### src/hw/rtl/mfr_pkg.sv
// ---------------------------------------------------------------------------
// Mesh frame receiver package
// Shared constants, result codes and the queue entry type of the receiver.
// ---------------------------------------------------------------------------
`timescale 1ns / 1ps
`default_nettype none

package mfr_pkg;

  // First byte of every valid packet.
  localparam logic [7:0] PREAMBLE_BYTE = 8'hAA;
  // Payload bytes are delivered with this value subtracted.
  localparam logic [7:0] PAYLOAD_OFFSET = 8'd1;

  // Division of the size word by three entry words: multiply by the
  // rounded-up reciprocal 2^17/3 and keep the upper bits.
  localparam logic [15:0] DIV3_RECIP = 16'd43691;
  localparam int          DIV3_SHIFT = 17;

  // Configuration port widths and register indexes.
  localparam int CFG_INDEX_W = 2;
  localparam int CFG_DATA_W  = 16;
  localparam logic [CFG_INDEX_W-1:0] REG_OWN_NODE_ID  = 2'd0;
  localparam logic [CFG_INDEX_W-1:0] REG_ROUTING_TYPE = 2'd1;
  localparam logic [CFG_INDEX_W-1:0] REG_DATA_TYPE    = 2'd2;

  // Reset value of the data type code register.
  localparam logic [7:0] DATA_TYPE_RESET = 8'd1;

  // Default depth of the queue between parser and output stage.
  localparam int QUEUE_DEPTH_DEF = 2;

  // Result kinds.
  typedef enum logic [1:0] {
    KIND_PAYLOAD = 2'd0,
    KIND_ROUTE   = 2'd1,
    KIND_END     = 2'd2
  } kind_t;

  // One result as it travels from parser to output stage. The three words
  // carry the route entry (hop, node, level) or the message id in word0.
  typedef struct packed {
    kind_t       kind;
    logic [7:0]  data_byte;
    logic [15:0] word0;
    logic [15:0] word1;
    logic [15:0] word2;
    logic [15:0] dest;
    logic [15:0] src;
    logic [15:0] hop;
    logic [7:0]  ftype;
    logic        fwd;
    logic        last;
  } q_entry_t;

  // Queue status seen by the parser and the output stage.
  typedef struct packed {
    logic full;
    logic avail;
  } q_stat_t;

endpackage

`default_nettype wire

### src/hw/rtl/mfr_if.sv
// ---------------------------------------------------------------------------
// Mesh frame receiver channel interfaces
// Byte input channel, result channel and configuration write channel.
// ---------------------------------------------------------------------------
`timescale 1ns / 1ps
`default_nettype none

// Received byte channel.
interface mfr_in_if;
  logic       valid;
  logic       ready;
  logic [7:0] rx_byte;
  logic       packet_start;

  modport source (output valid, output rx_byte, output packet_start, input ready);
  modport sink   (input valid, input rx_byte, input packet_start, output ready);
endinterface

// Decoded result channel.
interface mfr_out_if;
  logic        valid;
  logic        ready;
  logic [1:0]  item_kind;
  logic [7:0]  payload_byte;
  logic [15:0] route_next_hop;
  logic [15:0] route_node;
  logic [15:0] route_level;
  logic [15:0] dest_addr;
  logic [15:0] src_addr;
  logic [15:0] hop_addr;
  logic [7:0]  frame_type;
  logic [15:0] message_id;
  logic        forward_flag;
  logic        last_of_frame;

  modport source (
    output valid, output item_kind, output payload_byte, output route_next_hop,
    output route_node, output route_level, output dest_addr, output src_addr,
    output hop_addr, output frame_type, output message_id, output forward_flag,
    output last_of_frame, input ready
  );
  modport sink (
    input valid, input item_kind, input payload_byte, input route_next_hop,
    input route_node, input route_level, input dest_addr, input src_addr,
    input hop_addr, input frame_type, input message_id, input forward_flag,
    input last_of_frame, output ready
  );
endinterface

// Configuration register write channel.
interface mfr_cfg_if;
  logic        valid;
  logic        ready;
  logic [1:0]  index;
  logic [15:0] data;

  modport source (output valid, output index, output data, input ready);
  modport sink   (input valid, input index, input data, output ready);
endinterface

`default_nettype wire

### src/hw/rtl/mfr_front.sv
// ---------------------------------------------------------------------------
// Mesh frame receiver parser
// Holds the configuration registers, walks the frame byte by byte and
// pushes one queue entry for every byte that completes a result.
// ---------------------------------------------------------------------------
`timescale 1ns / 1ps
`default_nettype none

module mfr_front
  import mfr_pkg::*;
(
  input  wire logic     clk,
  input  wire logic     rst_n,
  mfr_in_if.sink        in_ch,
  mfr_cfg_if.sink       cfg_ch,
  input  wire q_stat_t  q_stat,
  output logic          push,
  output q_entry_t      push_entry
);

  typedef enum logic [3:0] {
    PH_IDLE, PH_DST_L, PH_DST_H, PH_SRC_L, PH_SRC_H, PH_HOP_L, PH_HOP_H,
    PH_TYPE, PH_SIZ_L, PH_SIZ_H, PH_PAY, PH_MID_L, PH_MID_H,
    PH_EHOP, PH_ENODE, PH_ELEVEL
  } phase_t;

  phase_t      phase_r, phase_nxt;
  logic [15:0] remaining_r, remaining_nxt;
  logic [7:0]  low_hold_r, low_hold_nxt;
  logic [15:0] dest_r, dest_nxt;
  logic [15:0] src_r, src_nxt;
  logic [15:0] hop_r, hop_nxt;
  logic [7:0]  type_r, type_nxt;
  logic [15:0] entry_hop_r, entry_hop_nxt;
  logic [15:0] entry_node_r, entry_node_nxt;
  logic        word_hi_r, word_hi_nxt;

  logic [15:0] own_id_r;
  logic [7:0]  routing_code_r;
  logic [7:0]  data_code_r;

  logic        in_acc;
  logic [7:0]  b;
  logic [15:0] word;
  logic [31:0] div_prod;
  logic [15:0] size_div3;
  logic [15:0] rem_dec;

  // Bytes are taken whenever the queue has room for a possible result.
  assign in_ch.ready  = ~q_stat.full;
  assign cfg_ch.ready = 1'b1;
  assign in_acc       = in_ch.valid & in_ch.ready;
  assign b            = in_ch.rx_byte;

  // Little-endian word from the held low byte and the current byte.
  assign word      = {b, low_hold_r};
  assign div_prod  = 32'(word) * 32'(DIV3_RECIP);
  assign size_div3 = {1'b0, div_prod[31:DIV3_SHIFT]};
  assign rem_dec   = remaining_r - 16'd1;

  // Configuration registers; writes beyond the list are dropped.
  always_ff @(posedge clk) begin
    if (!rst_n) begin
      own_id_r       <= '0;
      routing_code_r <= '0;
      data_code_r    <= DATA_TYPE_RESET;
    end else if (cfg_ch.valid) begin
      unique case (cfg_ch.index)
        REG_OWN_NODE_ID:  own_id_r       <= cfg_ch.data;
        REG_ROUTING_TYPE: routing_code_r <= cfg_ch.data[7:0];
        REG_DATA_TYPE:    data_code_r    <= cfg_ch.data[7:0];
        default: ;
      endcase
    end
  end

  // Frame walk and result generation.
  always_comb begin
    phase_nxt      = phase_r;
    remaining_nxt  = remaining_r;
    low_hold_nxt   = low_hold_r;
    dest_nxt       = dest_r;
    src_nxt        = src_r;
    hop_nxt        = hop_r;
    type_nxt       = type_r;
    entry_hop_nxt  = entry_hop_r;
    entry_node_nxt = entry_node_r;
    word_hi_nxt    = word_hi_r;
    push           = 1'b0;

    push_entry           = '0;
    push_entry.dest      = dest_r;
    push_entry.src       = src_r;
    push_entry.hop       = hop_r;
    push_entry.ftype     = type_r;

    if (in_acc) begin
      if (in_ch.packet_start) begin
        // A start byte always opens a new packet.
        word_hi_nxt = 1'b0;
        phase_nxt   = (b == PREAMBLE_BYTE) ? PH_DST_L : PH_IDLE;
      end else begin
        unique case (phase_r)
          PH_DST_L, PH_SRC_L, PH_HOP_L, PH_SIZ_L, PH_MID_L: begin
            low_hold_nxt = b;
            phase_nxt    = phase_t'(phase_r + 4'd1);
          end
          PH_DST_H: begin
            dest_nxt  = word;
            phase_nxt = PH_SRC_L;
          end
          PH_SRC_H: begin
            src_nxt   = word;
            phase_nxt = PH_HOP_L;
          end
          PH_HOP_H: begin
            hop_nxt   = word;
            phase_nxt = PH_TYPE;
          end
          PH_TYPE: begin
            type_nxt  = b;
            phase_nxt = PH_SIZ_L;
          end
          PH_SIZ_H: begin
            if (type_r == routing_code_r) begin
              remaining_nxt = size_div3;
              word_hi_nxt   = 1'b0;
              phase_nxt     = (size_div3 != '0) ? PH_EHOP : PH_IDLE;
            end else begin
              remaining_nxt = word;
              phase_nxt     = (word != '0) ? PH_PAY : PH_MID_L;
            end
          end
          PH_PAY: begin
            push                 = 1'b1;
            push_entry.kind      = KIND_PAYLOAD;
            push_entry.data_byte = b - PAYLOAD_OFFSET;
            remaining_nxt        = rem_dec;
            if (rem_dec == '0) begin
              phase_nxt = PH_MID_L;
            end
          end
          PH_MID_H: begin
            push             = 1'b1;
            push_entry.kind  = KIND_END;
            push_entry.word0 = word;
            push_entry.fwd   = (type_r == data_code_r) && (hop_r == own_id_r);
            push_entry.last  = 1'b1;
            phase_nxt        = PH_IDLE;
          end
          PH_EHOP, PH_ENODE, PH_ELEVEL: begin
            if (!word_hi_r) begin
              low_hold_nxt = b;
              word_hi_nxt  = 1'b1;
            end else begin
              word_hi_nxt = 1'b0;
              priority case (phase_r)
                PH_EHOP: begin
                  entry_hop_nxt = word;
                  phase_nxt     = PH_ENODE;
                end
                PH_ENODE: begin
                  entry_node_nxt = word;
                  phase_nxt      = PH_ELEVEL;
                end
                default: begin
                  push             = 1'b1;
                  push_entry.kind  = KIND_ROUTE;
                  push_entry.word0 = entry_hop_r;
                  push_entry.word1 = entry_node_r;
                  push_entry.word2 = word;
                  push_entry.last  = (rem_dec == '0);
                  remaining_nxt    = rem_dec;
                  phase_nxt        = (rem_dec == '0) ? PH_IDLE : PH_EHOP;
                end
              endcase
            end
          end
          default: begin
            phase_nxt = PH_IDLE;
          end
        endcase
      end
    end
  end

  // Parser state.
  always_ff @(posedge clk) begin
    if (!rst_n) begin
      phase_r      <= PH_IDLE;
      remaining_r  <= '0;
      low_hold_r   <= '0;
      dest_r       <= '0;
      src_r        <= '0;
      hop_r        <= '0;
      type_r       <= '0;
      entry_hop_r  <= '0;
      entry_node_r <= '0;
      word_hi_r    <= 1'b0;
    end else begin
      phase_r      <= phase_nxt;
      remaining_r  <= remaining_nxt;
      low_hold_r   <= low_hold_nxt;
      dest_r       <= dest_nxt;
      src_r        <= src_nxt;
      hop_r        <= hop_nxt;
      type_r       <= type_nxt;
      entry_hop_r  <= entry_hop_nxt;
      entry_node_r <= entry_node_nxt;
      word_hi_r    <= word_hi_nxt;
    end
  end

endmodule

`default_nettype wire

### src/hw/rtl/mfr_queue.sv
// ---------------------------------------------------------------------------
// Mesh frame receiver result queue
// Small first-in first-out buffer between the parser and the output stage.
// ---------------------------------------------------------------------------
`timescale 1ns / 1ps
`default_nettype none

module mfr_queue
  import mfr_pkg::*;
#(
  parameter int DEPTH = QUEUE_DEPTH_DEF
) (
  input  wire logic     clk,
  input  wire logic     rst_n,
  input  wire logic     push,
  input  wire q_entry_t push_entry,
  input  wire logic     pop,
  output q_stat_t       q_stat,
  output q_entry_t      head_entry
);

  localparam int PTR_W = (DEPTH > 1) ? $clog2(DEPTH) : 1;
  localparam int CNT_W = $clog2(DEPTH + 1);

  q_entry_t           mem [DEPTH];
  logic [PTR_W-1:0]   wr_ptr_r, rd_ptr_r;
  logic [CNT_W-1:0]   count_r;

  assign q_stat.full  = (count_r == CNT_W'(DEPTH));
  assign q_stat.avail = (count_r != '0);
  assign head_entry   = mem[rd_ptr_r];

  // Entry storage.
  always_ff @(posedge clk) begin
    if (push) begin
      mem[wr_ptr_r] <= push_entry;
    end
  end

  // Pointers and fill count.
  always_ff @(posedge clk) begin
    if (!rst_n) begin
      wr_ptr_r <= '0;
      rd_ptr_r <= '0;
      count_r  <= '0;
    end else begin
      if (push) begin
        wr_ptr_r <= (wr_ptr_r == PTR_W'(DEPTH - 1)) ? '0 : wr_ptr_r + 1'b1;
      end
      if (pop) begin
        rd_ptr_r <= (rd_ptr_r == PTR_W'(DEPTH - 1)) ? '0 : rd_ptr_r + 1'b1;
      end
      if (push && !pop) begin
        count_r <= count_r + 1'b1;
      end else if (pop && !push) begin
        count_r <= count_r - 1'b1;
      end
    end
  end

endmodule

`default_nettype wire

### src/hw/rtl/mfr_back.sv
// ---------------------------------------------------------------------------
// Mesh frame receiver output stage
// Takes entries from the queue and presents them as result items, with the
// fields that do not belong to the item's kind forced to zero.
// ---------------------------------------------------------------------------
`timescale 1ns / 1ps
`default_nettype none

module mfr_back
  import mfr_pkg::*;
(
  input  wire logic     clk,
  input  wire logic     rst_n,
  input  wire q_stat_t  q_stat,
  input  wire q_entry_t head_entry,
  output logic          pop,
  mfr_out_if.source     out_ch
);

  logic        valid_r;
  logic [1:0]  kind_r;
  logic [7:0]  pay_r;
  logic [15:0] rhop_r, rnode_r, rlevel_r;
  logic [15:0] dest_r, src_r, hop_r;
  logic [7:0]  ftype_r;
  logic [15:0] mid_r;
  logic        fwd_r, last_r;

  logic        is_pay, is_route, is_end;

  // Load a new item when the output register is empty or being taken.
  assign pop = q_stat.avail & (~valid_r | out_ch.ready);

  assign is_pay   = (head_entry.kind == KIND_PAYLOAD);
  assign is_route = (head_entry.kind == KIND_ROUTE);
  assign is_end   = (head_entry.kind == KIND_END);

  // Output valid flag.
  always_ff @(posedge clk) begin
    if (!rst_n) begin
      valid_r <= 1'b0;
    end else if (pop) begin
      valid_r <= 1'b1;
    end else if (out_ch.ready) begin
      valid_r <= 1'b0;
    end
  end

  // Output payload register, expanded by kind.
  always_ff @(posedge clk) begin
    if (pop) begin
      kind_r   <= head_entry.kind;
      pay_r    <= is_pay   ? head_entry.data_byte : '0;
      rhop_r   <= is_route ? head_entry.word0 : '0;
      rnode_r  <= is_route ? head_entry.word1 : '0;
      rlevel_r <= is_route ? head_entry.word2 : '0;
      mid_r    <= is_end   ? head_entry.word0 : '0;
      fwd_r    <= is_end & head_entry.fwd;
      last_r   <= head_entry.last;
      dest_r   <= head_entry.dest;
      src_r    <= head_entry.src;
      hop_r    <= head_entry.hop;
      ftype_r  <= head_entry.ftype;
    end
  end

  assign out_ch.valid          = valid_r;
  assign out_ch.item_kind      = kind_r;
  assign out_ch.payload_byte   = pay_r;
  assign out_ch.route_next_hop = rhop_r;
  assign out_ch.route_node     = rnode_r;
  assign out_ch.route_level    = rlevel_r;
  assign out_ch.dest_addr      = dest_r;
  assign out_ch.src_addr       = src_r;
  assign out_ch.hop_addr       = hop_r;
  assign out_ch.frame_type     = ftype_r;
  assign out_ch.message_id     = mid_r;
  assign out_ch.forward_flag   = fwd_r;
  assign out_ch.last_of_frame  = last_r;

endmodule

`default_nettype wire

### src/hw/rtl/mesh_frame_receiver_core.sv
// ---------------------------------------------------------------------------
// Mesh frame receiver core
// Byte-serial receiver for small mesh radio frames: header decode, route
// entry and payload extraction, and frame-end reporting.
// ---------------------------------------------------------------------------
//  Channel   Direction  Item
//  in_ch     sink       one received byte plus packet start marker
//  out_ch    source     one decoded result (payload byte, route entry, end)
//  cfg_ch    sink       register write: index and data, always ready
//
//  One byte is accepted per clock while the result queue is not full; the parser
//  decides each byte combinationally, by the frame walk and the size/3 multiplier.
//  Each result is written to the queue, then loaded into the output register.
//  Reset (synchronous, active low) empties the queue and returns to idle.
//  Bytes stall only while the result queue is full; a stalled output
//  leaves the parser running until the queue fills.
// ---------------------------------------------------------------------------
`timescale 1ns / 1ps
`default_nettype none

module mesh_frame_receiver_core
  import mfr_pkg::*;
#(
  parameter int QUEUE_DEPTH = QUEUE_DEPTH_DEF
) (
  input  wire logic clk,
  input  wire logic rst_n,
  mfr_in_if.sink    in_ch,
  mfr_out_if.source out_ch,
  mfr_cfg_if.sink   cfg_ch
);

  q_stat_t  q_stat;
  q_entry_t push_entry;
  q_entry_t head_entry;
  logic     push;
  logic     pop;

  // Parser and configuration registers.
  mfr_front u_front (
    .clk        (clk),
    .rst_n      (rst_n),
    .in_ch      (in_ch),
    .cfg_ch     (cfg_ch),
    .q_stat     (q_stat),
    .push       (push),
    .push_entry (push_entry)
  );

  // Result queue.
  mfr_queue #(
    .DEPTH (QUEUE_DEPTH)
  ) u_queue (
    .clk        (clk),
    .rst_n      (rst_n),
    .push       (push),
    .push_entry (push_entry),
    .pop        (pop),
    .q_stat     (q_stat),
    .head_entry (head_entry)
  );

  // Output stage.
  mfr_back u_back (
    .clk        (clk),
    .rst_n      (rst_n),
    .q_stat     (q_stat),
    .head_entry (head_entry),
    .pop        (pop),
    .out_ch     (out_ch)
  );

endmodule

`default_nettype wire

### src/flat_wrapper.sv
// flat-port wrapper written by rule: the top's interface ports become plain ports
module mesh_frame_receiver_core_flat import mfr_pkg::*;
#(
  parameter int QUEUE_DEPTH = QUEUE_DEPTH_DEF
)
  (clk, rst_n, in_ch_valid, in_ch_rx_byte, in_ch_packet_start, in_ch_ready, out_ch_valid, out_ch_item_kind, out_ch_payload_byte, out_ch_route_next_hop, out_ch_route_node, out_ch_route_level, out_ch_dest_addr, out_ch_src_addr, out_ch_hop_addr, out_ch_frame_type, out_ch_message_id, out_ch_forward_flag, out_ch_last_of_frame, out_ch_ready, cfg_ch_valid, cfg_ch_index, cfg_ch_data, cfg_ch_ready);
  mfr_in_if in_ch_i ();
  mfr_out_if out_ch_i ();
  mfr_cfg_if cfg_ch_i ();
  input  wire logic clk;
  input  wire logic rst_n;
  input wire logic [$bits(in_ch_i.valid)-1:0] in_ch_valid;
  input wire logic [$bits(in_ch_i.rx_byte)-1:0] in_ch_rx_byte;
  input wire logic [$bits(in_ch_i.packet_start)-1:0] in_ch_packet_start;
  output wire logic [$bits(in_ch_i.ready)-1:0] in_ch_ready;
  output wire logic [$bits(out_ch_i.valid)-1:0] out_ch_valid;
  output wire logic [$bits(out_ch_i.item_kind)-1:0] out_ch_item_kind;
  output wire logic [$bits(out_ch_i.payload_byte)-1:0] out_ch_payload_byte;
  output wire logic [$bits(out_ch_i.route_next_hop)-1:0] out_ch_route_next_hop;
  output wire logic [$bits(out_ch_i.route_node)-1:0] out_ch_route_node;
  output wire logic [$bits(out_ch_i.route_level)-1:0] out_ch_route_level;
  output wire logic [$bits(out_ch_i.dest_addr)-1:0] out_ch_dest_addr;
  output wire logic [$bits(out_ch_i.src_addr)-1:0] out_ch_src_addr;
  output wire logic [$bits(out_ch_i.hop_addr)-1:0] out_ch_hop_addr;
  output wire logic [$bits(out_ch_i.frame_type)-1:0] out_ch_frame_type;
  output wire logic [$bits(out_ch_i.message_id)-1:0] out_ch_message_id;
  output wire logic [$bits(out_ch_i.forward_flag)-1:0] out_ch_forward_flag;
  output wire logic [$bits(out_ch_i.last_of_frame)-1:0] out_ch_last_of_frame;
  input wire logic [$bits(out_ch_i.ready)-1:0] out_ch_ready;
  input wire logic [$bits(cfg_ch_i.valid)-1:0] cfg_ch_valid;
  input wire logic [$bits(cfg_ch_i.index)-1:0] cfg_ch_index;
  input wire logic [$bits(cfg_ch_i.data)-1:0] cfg_ch_data;
  output wire logic [$bits(cfg_ch_i.ready)-1:0] cfg_ch_ready;
  assign in_ch_i.valid = in_ch_valid;
  assign in_ch_i.rx_byte = in_ch_rx_byte;
  assign in_ch_i.packet_start = in_ch_packet_start;
  assign in_ch_ready = in_ch_i.ready;
  assign out_ch_valid = out_ch_i.valid;
  assign out_ch_item_kind = out_ch_i.item_kind;
  assign out_ch_payload_byte = out_ch_i.payload_byte;
  assign out_ch_route_next_hop = out_ch_i.route_next_hop;
  assign out_ch_route_node = out_ch_i.route_node;
  assign out_ch_route_level = out_ch_i.route_level;
  assign out_ch_dest_addr = out_ch_i.dest_addr;
  assign out_ch_src_addr = out_ch_i.src_addr;
  assign out_ch_hop_addr = out_ch_i.hop_addr;
  assign out_ch_frame_type = out_ch_i.frame_type;
  assign out_ch_message_id = out_ch_i.message_id;
  assign out_ch_forward_flag = out_ch_i.forward_flag;
  assign out_ch_last_of_frame = out_ch_i.last_of_frame;
  assign out_ch_i.ready = out_ch_ready;
  assign cfg_ch_i.valid = cfg_ch_valid;
  assign cfg_ch_i.index = cfg_ch_index;
  assign cfg_ch_i.data = cfg_ch_data;
  assign cfg_ch_ready = cfg_ch_i.ready;
  mesh_frame_receiver_core #(.QUEUE_DEPTH(QUEUE_DEPTH)) u_core (.clk(clk), .rst_n(rst_n), .in_ch(in_ch_i), .out_ch(out_ch_i), .cfg_ch(cfg_ch_i));
endmodule
### config.mk
export PLATFORM = sky130hd
export DESIGN_NAME = mesh_frame_receiver_core_flat
export DESIGN_NICKNAME = d
export VERILOG_FILES = /design/src/hw/rtl/mfr_pkg.sv /design/src/hw/rtl/mfr_if.sv /design/src/hw/rtl/mfr_front.sv /design/src/hw/rtl/mfr_queue.sv /design/src/hw/rtl/mfr_back.sv /design/src/hw/rtl/mesh_frame_receiver_core.sv /design/src/flat_wrapper.sv
export SDC_FILE = /design/constraint.sdc
export NUM_CORES = 1
export LEC_CHECK = 0
export BUFFER_PORTS_ARGS = -buffer_cell sky130_fd_sc_hd__clkbuf_2
export CAP_MARGIN = 5
export CORE_AREA = 5 5 203 205
export CTS_CLUSTER_DIAMETER = 60
export DETAILED_ROUTE_END_ITERATION = 6
export DIE_AREA = 0 0 208 210
export PLACE_DENSITY = 0.89
export SLEW_MARGIN = 20
export SYNTH_ARGS = -nofsm -noshare
export SYNTH_HDL_FRONTEND = slang
export SYNTH_SLANG_ARGS = --single-unit
### constraint.sdc
create_clock -name clk -period 20 [get_ports clk]
set_clock_uncertainty 0.1 [all_clocks]
set_input_delay 1 -clock clk [delete_from_list [all_inputs] [get_ports clk]]
set_output_delay 1 -clock clk [all_outputs]
set_load 0.005 [all_outputs]
Word-level counts from Yosys, hierarchy flattened
Memory sizes are Yosys's and may differ from the RTL's. A register that Yosys moved wholly into a read port is not among the register bits.
Cells that the tools add are included.
{"block": "word_totals", "register_bits": 286, "ramBits": 232, "in_bits": 32, "elab_cells": 159, "n_memories": 1}
{"memory": "u_core.u_queue.mem", "depth": 2, "width": 116, "read_ports": 1, "rd_ports_with_merged_regs": 1, "wr": 1, "line_no": "mfr_queue.sv:25", "rtl": "q_entry_t mem [DEPTH];"}
{"block": "classes", "addsub": 7, "mul": 1, "eq_ne": 30, "mux": 51, "bitwise_logic": 7, "n_reduce_logical": 33}
{"cell": "$mux 58", "n": 2}
{"cell": "$mux 48", "n": 2}
{"cell": "$mux 16", "n": 3}
{"cell": "$pmux 16 s3", "n": 1}
{"cell": "$eq 4x4->1 const B", "n": 8}
{"cell": "$mul 16x16->32 const B", "n": 1}
{"cell": "$mux 32", "n": 1}
{"cell": "$pmux 16 s2", "n": 1}
{"cell": "$pmux 4 s8", "n": 1}
{"cell": "$reduce_bool 16->1", "n": 2}
{"cell": "$mux 4", "n": 6}
{"cell": "$mux 1", "n": 22}
{"cell": "$reduce_and 3->1", "n": 6}
{"cell": "$eq 16x16->1", "n": 1}
{"cell": "$eq 4x3->1 const B", "n": 4}
{"cell": "$eq 8x8->1", "n": 2}
{"cell": "$logic_not 16->1", "n": 1}
{"cell": "$mux 8", "n": 2}
{"cell": "$pmux 8 s2", "n": 1}
{"cell": "$sub 16x1->16 const B", "n": 1}
{"cell": "$reduce_and 5->1", "n": 3}
{"cell": "$ne 3x3->1 const B", "n": 3}
{"cell": "$eq 4x2->1 const B", "n": 2}
{"cell": "$eq 8x8->1 const B", "n": 1}
{"cell": "other kinds (26)", "n": 52}

Longest topological paths before layout
Gate-level depths: netlist of run 1.
{"block": "depth", "word_depth": 11, "ltp_mapped": 21, "mapped_depth_nobuf": 21}

Hierarchy
A second synthesis of run 1 with hierarchy kept.
{"block": "hier_totals", "hier_cells": 2196, "area_unflattened_um2": 26171.4}
{"module": "mfr_front", "instances": 1, "cells_per_inst": 1595, "area_each_um2": 12881.1}
{"module": "mfr_queue", "instances": 1, "cells_per_inst": 383, "area_each_um2": 8745.9}
{"module": "mfr_back", "instances": 1, "cells_per_inst": 218, "area_each_um2": 4544.4}

Least setup slack after synthesis of run 1
OpenSTA, ideal clock, no wires.
{"block": "synth_path", "path_type": "input-to-reg", "from": "input out_ch_ready", "to": "register u_core.u_queue.count_r[1]", "arrival_time_ns": 7.853, "required_time_ns": 19.824, "setup_slack_ns": 11.971, "stages": 6, "cell_sequence": "nor2b_1 nor2_1 inv_1 ha_1 or3_1 a21boi_0"}
{"block": "synth_via", "elab_chain_cells": 5, "word_cells_on_any_way": 7, "classes_between": "1 x mux; 2 x bitwise; 4 x reduce/logical"}
{"item": "from (decl)", "line_no": "flat_wrapper.sv:29", "rtl": "input wire logic [$bits(out_ch_i.ready)-1:0] out_ch_ready;"}
{"item": "$or 1x1->1 *", "line_no": "mfr_back.sv:32", "rtl": "assign pop = q_stat.avail & (~valid_r | out_ch.ready);"}
{"item": "$and 1x1->1 *", "line_no": "mfr_back.sv:32"}
{"item": "via u_core.pop", "line_no": "mesh_frame_receiver_core.sv:37", "rtl": "logic pop;"}
{"item": "$logic_not 1->1", "line_no": "mfr_queue.sv:53", "rtl": "if (push && !pop) begin"}
{"item": "$logic_and 1x1->1", "line_no": "mfr_queue.sv:53"}
{"item": "$mux 2 or $reduce_bool 2->1 (tied branches)"}
{"item": "to (signal assigned)", "line_no": "mfr_queue.sv:54", "rtl": "count_r <= count_r + 1'b1;"}
{"item": "to (signal assigned)", "line_no": "mfr_queue.sv:56", "rtl": "count_r <= count_r - 1'b1;"}
{"item": "to (decl)", "line_no": "mfr_queue.sv:27", "rtl": "logic [CNT_W-1:0] count_r;"}
The timed path passes the listed nets; every way through them passes the cells marked *.
A chain may end at the register's enable or synchronous reset.

Worst setup path after layout of run 1
{"block": "layout_path", "from": "register u_core.u_front.low_hold_r[3]", "to": "register u_core.u_front.phase_r[2]"}
{"block": "layout_via", "elab_chain_cells": 6}
{"item": "from (decl)", "line_no": "mfr_front.sv:29", "rtl": "logic [7:0] low_hold_r, low_hold_nxt;"}
{"item": "from (signal assigned)", "line_no": "mfr_front.sv:203", "rtl": "low_hold_r <= low_hold_nxt;"}
{"item": "$mul 16x16->32", "line_no": "mfr_front.sv:57", "rtl": "assign div_prod = 32'(word) * 32'(DIV3_RECIP);"}
{"item": "$reduce_bool 16->1", "line_no": "mfr_front.sv:128", "rtl": "phase_nxt = (size_div3 != '0) ? PH_EHOP : PH_IDLE;"}
{"item": "$mux 4", "line_no": "mfr_front.sv:128"}
{"item": "$mux 4", "line_no": "mfr_front.sv:125", "rtl": "if (type_r == routing_code_r) begin"}
{"item": "$pmux 4 s8", "line_no": "mfr_front.sv:103", "rtl": "unique case (phase_r)"}
{"item": "$mux 4", "line_no": "mfr_front.sv:98", "rtl": "if (in_ch.packet_start) begin"}
{"item": "to (signal assigned)", "line_no": "mfr_front.sv:201", "rtl": "phase_r <= phase_nxt;"}
{"item": "to (decl)", "line_no": "mfr_front.sv:27", "rtl": "phase_t phase_r, phase_nxt;"}
Every way passes these cells.

==> out/qor.yml, run 1 <==
outcome:
  status: "completed"
cts:
  ctsHoldBuffers: 0
  tritoncts: "yes"
  cts-root-buf: "clkbuf_16"
  cts_setup_buffers: 0
  cts_sinks: 519
  clkLatencyLatePin_ps: 560
  htree_levels: 2
  post_cts_resized: 0
  clockBufferDepth: 3
  numCtsBuffers: 48
  clk_pin_slew_ps: 60
finish:
  multi_input_area_sq_um: 10530
  final_common_cell: "edfxtp_1"
  drive_gt1_share_pct: 14.51
  layout_common_cells: "edfxtp_1 (364), nand2_1 (272), clkbuf_2 (164), inv_1 (161)"
  seq_area_sq_um: 14040
  fin_nets: 2543
  fill_cells: 2533
  areaGrowthSynthToFinish_pct: 11.19
drt:
  routed_wl_um: 61030
  drt-vias-per-instance: 6.021
  wl_per_cell_um: 21.32
  ant_nets: 0
  first_pass_iters: 6
  drc: 0
  drtIter0Drc: 1753
  via_count: 17237
setup_path:
  cp.required_ps: 20330
  path_buf_inv: 3
  crit_family: "adder cells"
  setup.worst_path.end_class: "flop"
  crit_path_start_kind: "flop"
  cpMostUsedCell: "fa_1"
  crit_type: "reg -> reg"
  crit_slowest_cell: "fa_1"
  cp_data_arrival_time_ps: 6950
  cpPeakStageDelay_ps: 560
  path_cells: "buf_4 -> ha_1 -> xor2_1 -> ha_1 -> inv_1 -> fa_1 -> fa_1 -> fa_1 -> inv_1 -> fa_1 -> ha_1 -> nand2_1 -> or4_1 -> o22ai_1 -> nor3b_1 -> a211oi_1 -> o211ai_1 -> nor3_1 -> o21ai_1"
  path_max_fanout: 13
timing:
  rsz0062_at_grt: "false"
  finalHoldViolCount: 0
  fin_hold_ws_ps: 351.1
  fmax_ghz: 0.1512
  tightest_slew_ps: 1082
  min_period_ps: 6614
  relSlewSlack_pct: 27.74
  setup_tns_ps: 0
  setup_violations: 0
  slew_viol_final: 0
  finalCritPeriodShare_pct: 33.07
power_and_ir_drop:
  p_leak_uw: 0.01114
  ir_drop_mv: 0.08225
  powerDensity_nw_per_um2: 106.8
yosys:
  syn_nets: 2412
  netlist_instances: 2166
  synthFlopType: "edfxtp_1"
  yosysUniqueCellTypes: 80
  ys_seq_area_share_pct: 54.98
  synth-seq-cells: 519
  async_reset_ff_share_pct: 0
  synth_top_area_share_pct: 42.82
  yosysWarningCount: 0
  synth_area_leader_cell: "edfxtp_1"
  yosys-top-cells-area: "edfxtp_1 (43%), dfxtp_1 (12%), ha_1 (6.7%)"
  synth.avg_cell_area_sq_um: 11.79
  syn_area_sq_um: 25530
  synth_edf_count: 364
grt:
  grt_usage_pct: 27.68
  overflow: 0
  grt_max_degree: 116
  grt_pass1_wl_um: 96610
  antenna_found_initial: 2
  grt_pass1_vias: 17514
die:
  io_pins: 167
  die_w_um: 208
  rows: 73
  core-area_sq_um: 39280
  dieArea_sq_um: 43680
  initial_core_util_pct: 65.00
  dieHeight_um: 210
placement:
  io_buffer_count: 165
  routabilityCongestion: 0.9770
  dp_hpwl_um: 41740
min_path:
  min_path_type: "reg -> reg"
flow_run:
  cap_viol_max_count: 0
==> metal layers <==
metal,global-route usage (%),vias to the layer above,wire length [um]
li1,-,7838,-
met1,36.53,8399,23670
met2,47.10,841,29860
met3,4.688,159,5103
met4,9.830,0,2403
met5,0,-,0
==> sequential cells by signal, summed over array words and instances, names as in the netlist, 8 cells and up, named ones only <==
signal	cells
u_core.u_front.hop_r	16
u_core.u_back.out_ch.hop_addr	16
u_core.u_front.entry_hop_r	16
u_core.u_front.entry_node_r	16
u_core.u_front.type_r	8
u_core.u_front.src_r	16
u_core.u_back.out_ch.route_next_hop	16
u_core.u_front.low_hold_r	8
u_core.u_front.remaining_r	16
u_core.u_queue.mem	232
u_core.u_back.out_ch.route_level	16
u_core.u_back.out_ch.dest_addr	16
u_core.u_front.data_code_r	8
u_core.u_back.out_ch.src_addr	16
u_core.u_front.dest_r	16
u_core.u_back.out_ch.frame_type	8
u_core.u_front.routing_code_r	8
u_core.u_back.out_ch.route_node	16
u_core.u_front.own_id_r	16
u_core.u_back.out_ch.payload_byte	8
u_core.u_back.out_ch.message_id	16
==> cell families after synthesis <==
group | synth area share, %
AOI/OAI and AO/OA | 8.636
xor gates and xnor gates | 2.196
adders and majority gates | 12.75
muxes | 5.745
other | 0.01469
buffers and inverters | 3.960
and+or+nand+nor | 11.72
DFF | 54.98
==> where the power goes <==
group	internal [uW]	switching (uW)
clock network	521	382
logic	306	479
registers	1300	45.7
total	2130	906
==> synth_stat cells, types with 5 or more instances <==
| library cell | number |
|---|---|
| a21boi_0 | 100 |
| nor4_1 | 15 |
| dfxtp_1 | 155 |
| o21ai_0 | 34 |
| clkbuf_1 | 91 |
| nand4_1 | 20 |
| a32oi_1 | 5 |
| a21o_1 | 6 |
| and2_1 | 40 |
| ha_1 | 137 |
| nor2_1 | 157 |
| nand2b_1 | 5 |
| nand2_1 | 272 |
| a22oi_1 | 20 |
| xor2_1 | 35 |
| mux2i_1 | 79 |
| buf_2 | 7 |
| o21a_1 | 10 |
| a211oi_1 | 5 |
| nor3_1 | 19 |
| and3_1 | 12 |
| or3_1 | 7 |
| fa_1 | 77 |
| o21ai_1 | 8 |
| nand3_1 | 21 |
| a21oi_1 | 65 |
| mux2_2 | 59 |
| o31ai_1 | 9 |
| o211ai_1 | 13 |
| xnor2_1 | 29 |
| nor2b_1 | 46 |
| edfxtp_1 | 364 |
| inv_1 | 161 |
| o22ai_1 | 5 |
==> through the flow <==
step	setup WS [ps]	area [sq um]	util (%)	instances	total power [uW]
3_5_place_dp	12940	26800	68.24	2772	2142
6_report	13390	28380	72.27	2863	3033
3_3_place_gp	13090	26790	68.22	2772	2123
2_1_floorplan	11970	25530	-	2166	1899
5_1_grt	13050	28380	72.27	2863	3178
4_1_cts	13500	28370	72.22	2862	3037
==> layout make-up <==
| cell class | instances | share of cell area [%] |
|---|---|---|
| flip-flops and latches | 519 | 49.46 |
| clock inverters | 22 | 0.8023 |
| clock buffers | 68 | 4.713 |
| repair buffers | 185 | 3.474 |
| well taps | 525 | 2.314 |
| inverters | 161 | 2.129 |
| diodes | 1 | 0.008817 |
| multi-input cells | 1382 | 37.10 |
==> path summary, 6_finish.rpt <==
kind | start | to | slack, ps | cells past startpoint
min reg2reg | u_core.u_front.dest_r[6] | u_core.u_queue.mem[1][48] | 350 | 0
min | u_core.u_front.dest_r[6] | u_core.u_queue.mem[1][48] | 350 | 0
max | u_core.u_front.low_hold_r[3] | u_core.u_front.phase_r[2] | 13390 | 19
max reg2reg | u_core.u_front.low_hold_r[3] | u_core.u_front.phase_r[2] | 13390 | 19
Note: power is estimated with default switching activity, not from simulation.
==> run 2: changes to the inputs <==
CORE_AREA = 5 5 222 224   (was 5 5 203 205)
DIE_AREA = 0 0 227 229   (was 0 0 208 210)
PLACE_DENSITY = 0.8   (was 0.89)
clock period = 6.05 ns   (was 20 ns; I/O delays follow)
==> run 2 against run 1 <==
Non-clock buffer count up 75; die area increased by 19%; register-to-register slack worse by 13000 ps; clock power rose to 3.9 times the previous value; sequential power increased to 3.3 times the previous value; critical path depth increased by 2; final area is 4.7% higher; power increased to 3.6 times the previous value; highest routed layer unchanged.
==> out/qor.yml, run 2 (same netlist as run 1, synthesis figures left out) <==
outcome:
  status: "completed"
power_and_ir_drop:
  powerDensity_nw_per_um2: 366.6
  ir_drop_mv: 0.4026
  clockPowerShare_pct: 32.0
  p_leak_uw: 0.01164
  power.internal_uw: 7683
  seqPwrFrac_pct: 41.0
  p_switching_uw: 3211
  combPwrFrac_pct: 27.0
  swShare_pct: 29.48
timing:
  finalHoldViolCount: 0
  relSlewSlack_pct: 27.39
  fmax_ghz: 0.1711
  fin_hold_ws_ps: 76.41
  finalCritPeriodShare_pct: 96.60
  rsz0062_at_grt: "false"
  setup_tns_ps: 0
  slew_viol_final: 0
  setup_violations: 0
  min_period_ps: 5844
  worst_slack_ps: 205.7
  tightest_slew_ps: 1089
die:
  dieHeight_um: 229
  io_pins: 167
  die_w_um: 227
  dieArea_sq_um: 51980
  rows: 80
  initial_core_util_pct: 54.15
  core-area_sq_um: 47150
finish:
  drive_gt1_share_pct: 18.64
  layout_common_cells: "edfxtp_1 (364), nand2_1 (272), clkbuf_2 (164), inv_1 (161), nor2_1 (154)"
  final_cell_area_sq_um: 29720
  fin_nets: 2623
  final_common_cell: "edfxtp_1"
  n_antenna_cell: 0
  postLayoutCoreUtil_pct: 63.04
  largest_register_ffs: 232
  areaGrowthSynthToFinish_pct: 16.42
  largest_register: "u_core.u_queue.mem"
grt:
  antenna_found_initial: 0
  grt_pass1_wl_um: 98480
  grt_usage_pct: 24.23
  grt_pass1_vias: 17552
  overflow: 0
  grt_max_degree: 100
drt:
  via_count: 17340
  wl_per_cell_um: 21.20
  first_pass_iters: 5
  drtIter0Drc: 1540
  ant_nets: 0
  drt-vias-per-instance: 5.713
  routed_wl_um: 64350
  drc: 0
setup_path:
  critPathLaunch: "u_core.u_front.low_hold_r[3]"
  setup.worst_path.end_class: "flop"
  crit_path_start_kind: "flop"
  cp_data_arrival_time_ps: 6230
  path_cells: "buf_4 -> ha_4 -> xor2_2 -> ha_1 -> a21oi_2 -> fa_1 -> fa_1 -> fa_1 -> fa_1 -> inv_1 -> ha_4 -> and4_4 -> o211ai_1 -> o22a_1 -> a21o_1 -> or3_4 -> a32oi_1 -> nand4_1 -> nor3_2 -> buf_4 -> o21ai_1"
  r2r_start: "u_core.u_front.low_hold_r[3]"
  cp.required_ps: 6430
  cpPeakStageDelay_ps: 580
  crit_type: "reg -> reg"
  path_max_fanout: 6
  crit_slowest_cell: "fa_1"
  cpMostUsedCell: "fa_1"
cts:
  htree_levels: 2
  clkLatencyLatePin_ps: 600
  clockBufferDepth: 3
  tritoncts: "yes"
  cts-root-buf: "clkbuf_16"
  clk_pin_slew_ps: 60
  numCtsBuffers: 53
  cts_sinks: 519
min_path:
  hold_start: "cfg_ch_index[0]"
  min_path_type: "in -> reg"
placement:
  dpl-instance-area_sq_um: 27310
  dp_hpwl_um: 43340
  io_buffer_count: 165
  pre_cts_slack_ps: -142.8
  routabilityCongestion: 0.9451
flow_run:
  cap_viol_max_count: 0
==> run 2: cell count changes in the layout (fill, tap and decap cells not counted), moves of 6 or more <==
cell	previous run	this run
clkbuf_1	15	6
buf_4	19	76
ha_4	0	13
dlygate4sd3_1	0	16
ha_1	137	120
bufinv_16	4	10
==> run 2: final cells by class <==
cell class              count  area, sq um
inverters                 161        604.3
repair buffers            260         1613
well taps                 615        769.5
flip-flops and latches    519        14050
clock buffers              63         1415
fillers                  3531        17430
clock inverters            35        462.9
multi-input cells        1382        10810
==> run 2: stage by stage <==
stage | instances | power [uW]
6_report | 3035 | 10890
5_1_grt | 3035 | 11390
4_1_cts | 3029 | 10720
3_5_place_dp | 2915 | 7218
3_3_place_gp | 2914 | 7193
2_1_floorplan | 2166 | 6227
==> run 2: per-layer routing <==
layer / track usage (%) / vias up / routed length [um]
li1: - / 7993 / -
met1: 31.42 / 8553 / 25890
met2: 40.68 / 649 / 31380
met3: 5.289 / 145 / 4802
met4: 8.017 / 0 / 2281
met5: 0 / - / 0
==> run 2: worst max-delay path, delay by kind of cell, from the launching register on <==
kind,cells,cell delay (ps)
AO/OA/AOI/OAI,6,960
XOR/XNOR,1,150
adder cells (fa/ha/maj),7,2700
buffers and inverters,3,380
flip-flops,1,360
AND/OR/NAND/NOR,4,1070
==> run 2: power groups by stage <==
stage               Combinational [uW]  Sequential [uW]  Clock [uW]
floorplan                         1670             4560           0
global placement                  2660             4530           0
detailed placement                2670             4550           0
CTS                               2710             4480        3530
global route                      3200             4500        3690
finish                            2940             4470        3490
==> run 2: final timing paths <==
path,depth (start not counted),endpoint,slack [ps]
min,4,u_core.u_front.own_id_r[8],80
max reg2reg,21,u_core.u_front.phase_r[2],210
max,21,u_core.u_front.phase_r[2],210
min reg2reg,0,u_core.u_queue.mem[0][55],350
==> run 2: repair_timing <==
item                                    CTS  global route
cloned                                    0             0
pin swaps                                 0            18
resized for setup                         2            45
endpoints found under the setup margin    3             4
endpoints found under the hold margin    32             0
hold buffers                             16             0
setup buffers                             0             5
==> run 3: changes to the inputs <==
CORE_AREA = 2 2 205 207   (was 5 5 222 224)
CTS_BUF_LIST = sky130_fd_sc_hd__clkbuf_4   (was unset)
DIE_AREA = 0 0 207 209   (was 0 0 227 229)
PLACE_DENSITY = 0.86   (was 0.8)
clock period = 6.2 ns   (was 6.05 ns; I/O delays follow)
==> run 3 against run 2 <==
Non-clock buffer count is 19 higher; sequential power fell by 2%; critical path depth decreased by 3; routed wire length is 1.1% higher; core utilization is 8.2 points higher; final cell count is 2.5% higher; via count rose by 4.9%; first-iteration DRC count up 9.9%; clock power is 17% lower; worst hold slack better by 59 ps; global-route usage rose by 6.0 points; largest power group unchanged.
==> out/qor.yml, run 3 (same netlist as run 1, synthesis figures left out) <==
cts:
  cts_sinks: 519
  tritoncts: "yes"
  cts-root-buf: "clkbuf_4"
  clk_pin_slew_ps: 80
  clkLatencyLatePin_ps: 900
  numCtsBuffers: 120
  htree_levels: 3
  clockBufferDepth: 3
finish:
  drive_gt1_share_pct: 20.36
  largest_register_ffs: 232
  areaGrowthSynthToFinish_pct: 15.26
  layoutNonFillerInstCount: 3110
  final_common_cell: "edfxtp_1"
  largest_register: "u_core.u_queue.mem"
  layout_common_cells: "edfxtp_1 (364), nand2_1 (272), clkbuf_4 (191), clkbuf_2 (164), inv_1 (161)"
  final_cell_area_sq_um: 29420
  fin_nets: 2709
  fill_cells: 2758
drt:
  wl_per_cell_um: 20.93
  drtIter0Drc: 1692
  routed_wl_um: 65080
  ant_nets: 0
  dr_wl_met3_um: 5003
  drt-vias-per-instance: 5.849
  via_count: 18189
  dr_wl_met2_um: 32300
  drc: 0
  first_pass_iters: 7
  dr.max_layer_used: "met4"
  wl_met1_um: 25400
grt:
  antenna_found_initial: 3
  overflow: 0
  grt_max_degree: 87
  grt_usage_pct: 30.20
  grt_pass1_wl_um: 101700
  grt_pass1_vias: 18666
timing:
  min_period_ps: 5986
  setup_violations: 0
  finalCritPeriodShare_pct: 96.55
  fmax_ghz: 0.1671
  tightest_slew_ps: 1009
  slew_viol_final: 0
  finalHoldViolCount: 0
  setup_tns_ps: 0
  relSlewSlack_pct: 31.01
setup_path:
  setup.worst_path.end_class: "flop"
  worstRegToRegCells: 18
  crit_path_start_kind: "flop"
  r2r_start: "u_core.u_front.low_hold_r[2]"
  r2r_slack_ps: 210
  cp.required_ps: 6880
  worst_r2r_endpoint: "u_core.u_front.phase_r[0]"
  cp_data_arrival_time_ps: 6660
  path_max_fanout: 6
  crit_type: "reg -> reg"
outcome:
  status: "completed"
placement:
  dp_hpwl_um: 43060
  io_buffer_count: 165
  routabilityCongestion: 0.9260
  place_inst: 2827
  dpl-instance-area_sq_um: 27130
die:
  core-area_sq_um: 41290
  die_w_um: 207
  io_pins: 167
  dieArea_sq_um: 43260
  initial_core_util_pct: 61.82
  rows: 75
  dieHeight_um: 209
min_path:
  hold_path_end: "u_core.u_front.routing_code_r[6]"
  hold_depth: 4
  hold_start: "cfg_ch_valid"
  min_path_type: "in -> reg"
power_and_ir_drop:
  p_leak_uw: 0.01183
  ir_drop_mv: 0.3215
  power_uw: 9884
  powerDensity_nw_per_um2: 335.9
flow_run:
  cap_viol_max_count: 0
[run 3: changes by cell type in the layout (fill, tap and decap cells not counted), sizes merged]
cell	before	now
clkbuf	227	355
diode	0	7
dlygate4sd3	16	52
clkinvlp	3	0
clkinv	20	26
bufinv	10	4
buf	80	63
[run 3: layout make-up]
type / instances / area (sq um) / area share [%]
Clock buffer: 191 / 1434 / 4.873
Multi-Input combinational cell: 1382 / 10580 / 35.95
Timing Repair Buffer: 279 / 1839 / 6.251
Sequential cell: 519 / 14040 / 47.71
Tap cell: 539 / 674.4 / 2.292
Antenna cell: 7 / 17.52 / 0.05953
Clock inverter: 32 / 239.0 / 0.8122
Inverter: 161 / 604.3 / 2.054
[run 3: critical path, cell delays in order, from the launching register on]
cell and delay, ps:
dfxtp_1 350, ha_1 380, xor2_2 200, ha_1 200, nor2_1 150, fa_1 480, fa_1 520, fa_1 550
inv_1 70, fa_1 420, ha_1 410, nand2_1 170, or4_1 550, o22ai_2 190, nor3b_1 80, a211oi_1 360
o211ai_1 230, nor4_2 300, and3b_1 200
[run 3: how the worst max path moves through the flow]
stage / from / to / depth (start not counted)
6_report: u_core.u_front.low_hold_r[2] / u_core.u_front.phase_r[0] / 18
2_1_floorplan: u_core.u_front.low_hold_r[5] / u_core.u_front.phase_r[0] / 19
3_3_place_gp: in_ch_rx_byte[0] / u_core.u_front.phase_r[0] / 20
5_1_grt: u_core.u_front.low_hold_r[3] / u_core.u_front.phase_r[0] / 19
4_1_cts: u_core.u_front.low_hold_r[4] / u_core.u_front.phase_r[0] / 19
3_5_place_dp: in_ch_rx_byte[0] / u_core.u_front.phase_r[0] / 20
[run 3: repair_timing]
item / CTS / global route
hold buffers: 52 / 0
buffers inserted: 0 / 0
resized for setup: 0 / 11
endpoints found under the hold margin: 131 / 0
endpoints found under the setup margin: 0 / 3
[run 3: routing by layer]
layer,global-route usage [%],vias up
met2,51.14,925
met1,38.25,8822
met3,5.696,182
li1,-,8260
met5,0,-
met4,12.91,0
[run 3: through the flow]
stage	hold WS, ps	util (%)	worst slack [ps]
after global placement	330.0	65.70	192.9
final	135.7	71.26	214.2
after global routing	160.2	71.25	-22.26
after CTS	75.42	71.03	113.9
after floorplan	325.4	-	525.7
after detailed placement	341.4	65.72	53.59
[run 3: power breakdown]
| group | internal, uW | switching [uW] |
|---|---|---|
| registers | 4180 | 196 |
| clock network | 1560 | 1340 |
| logic | 1080 | 1520 |
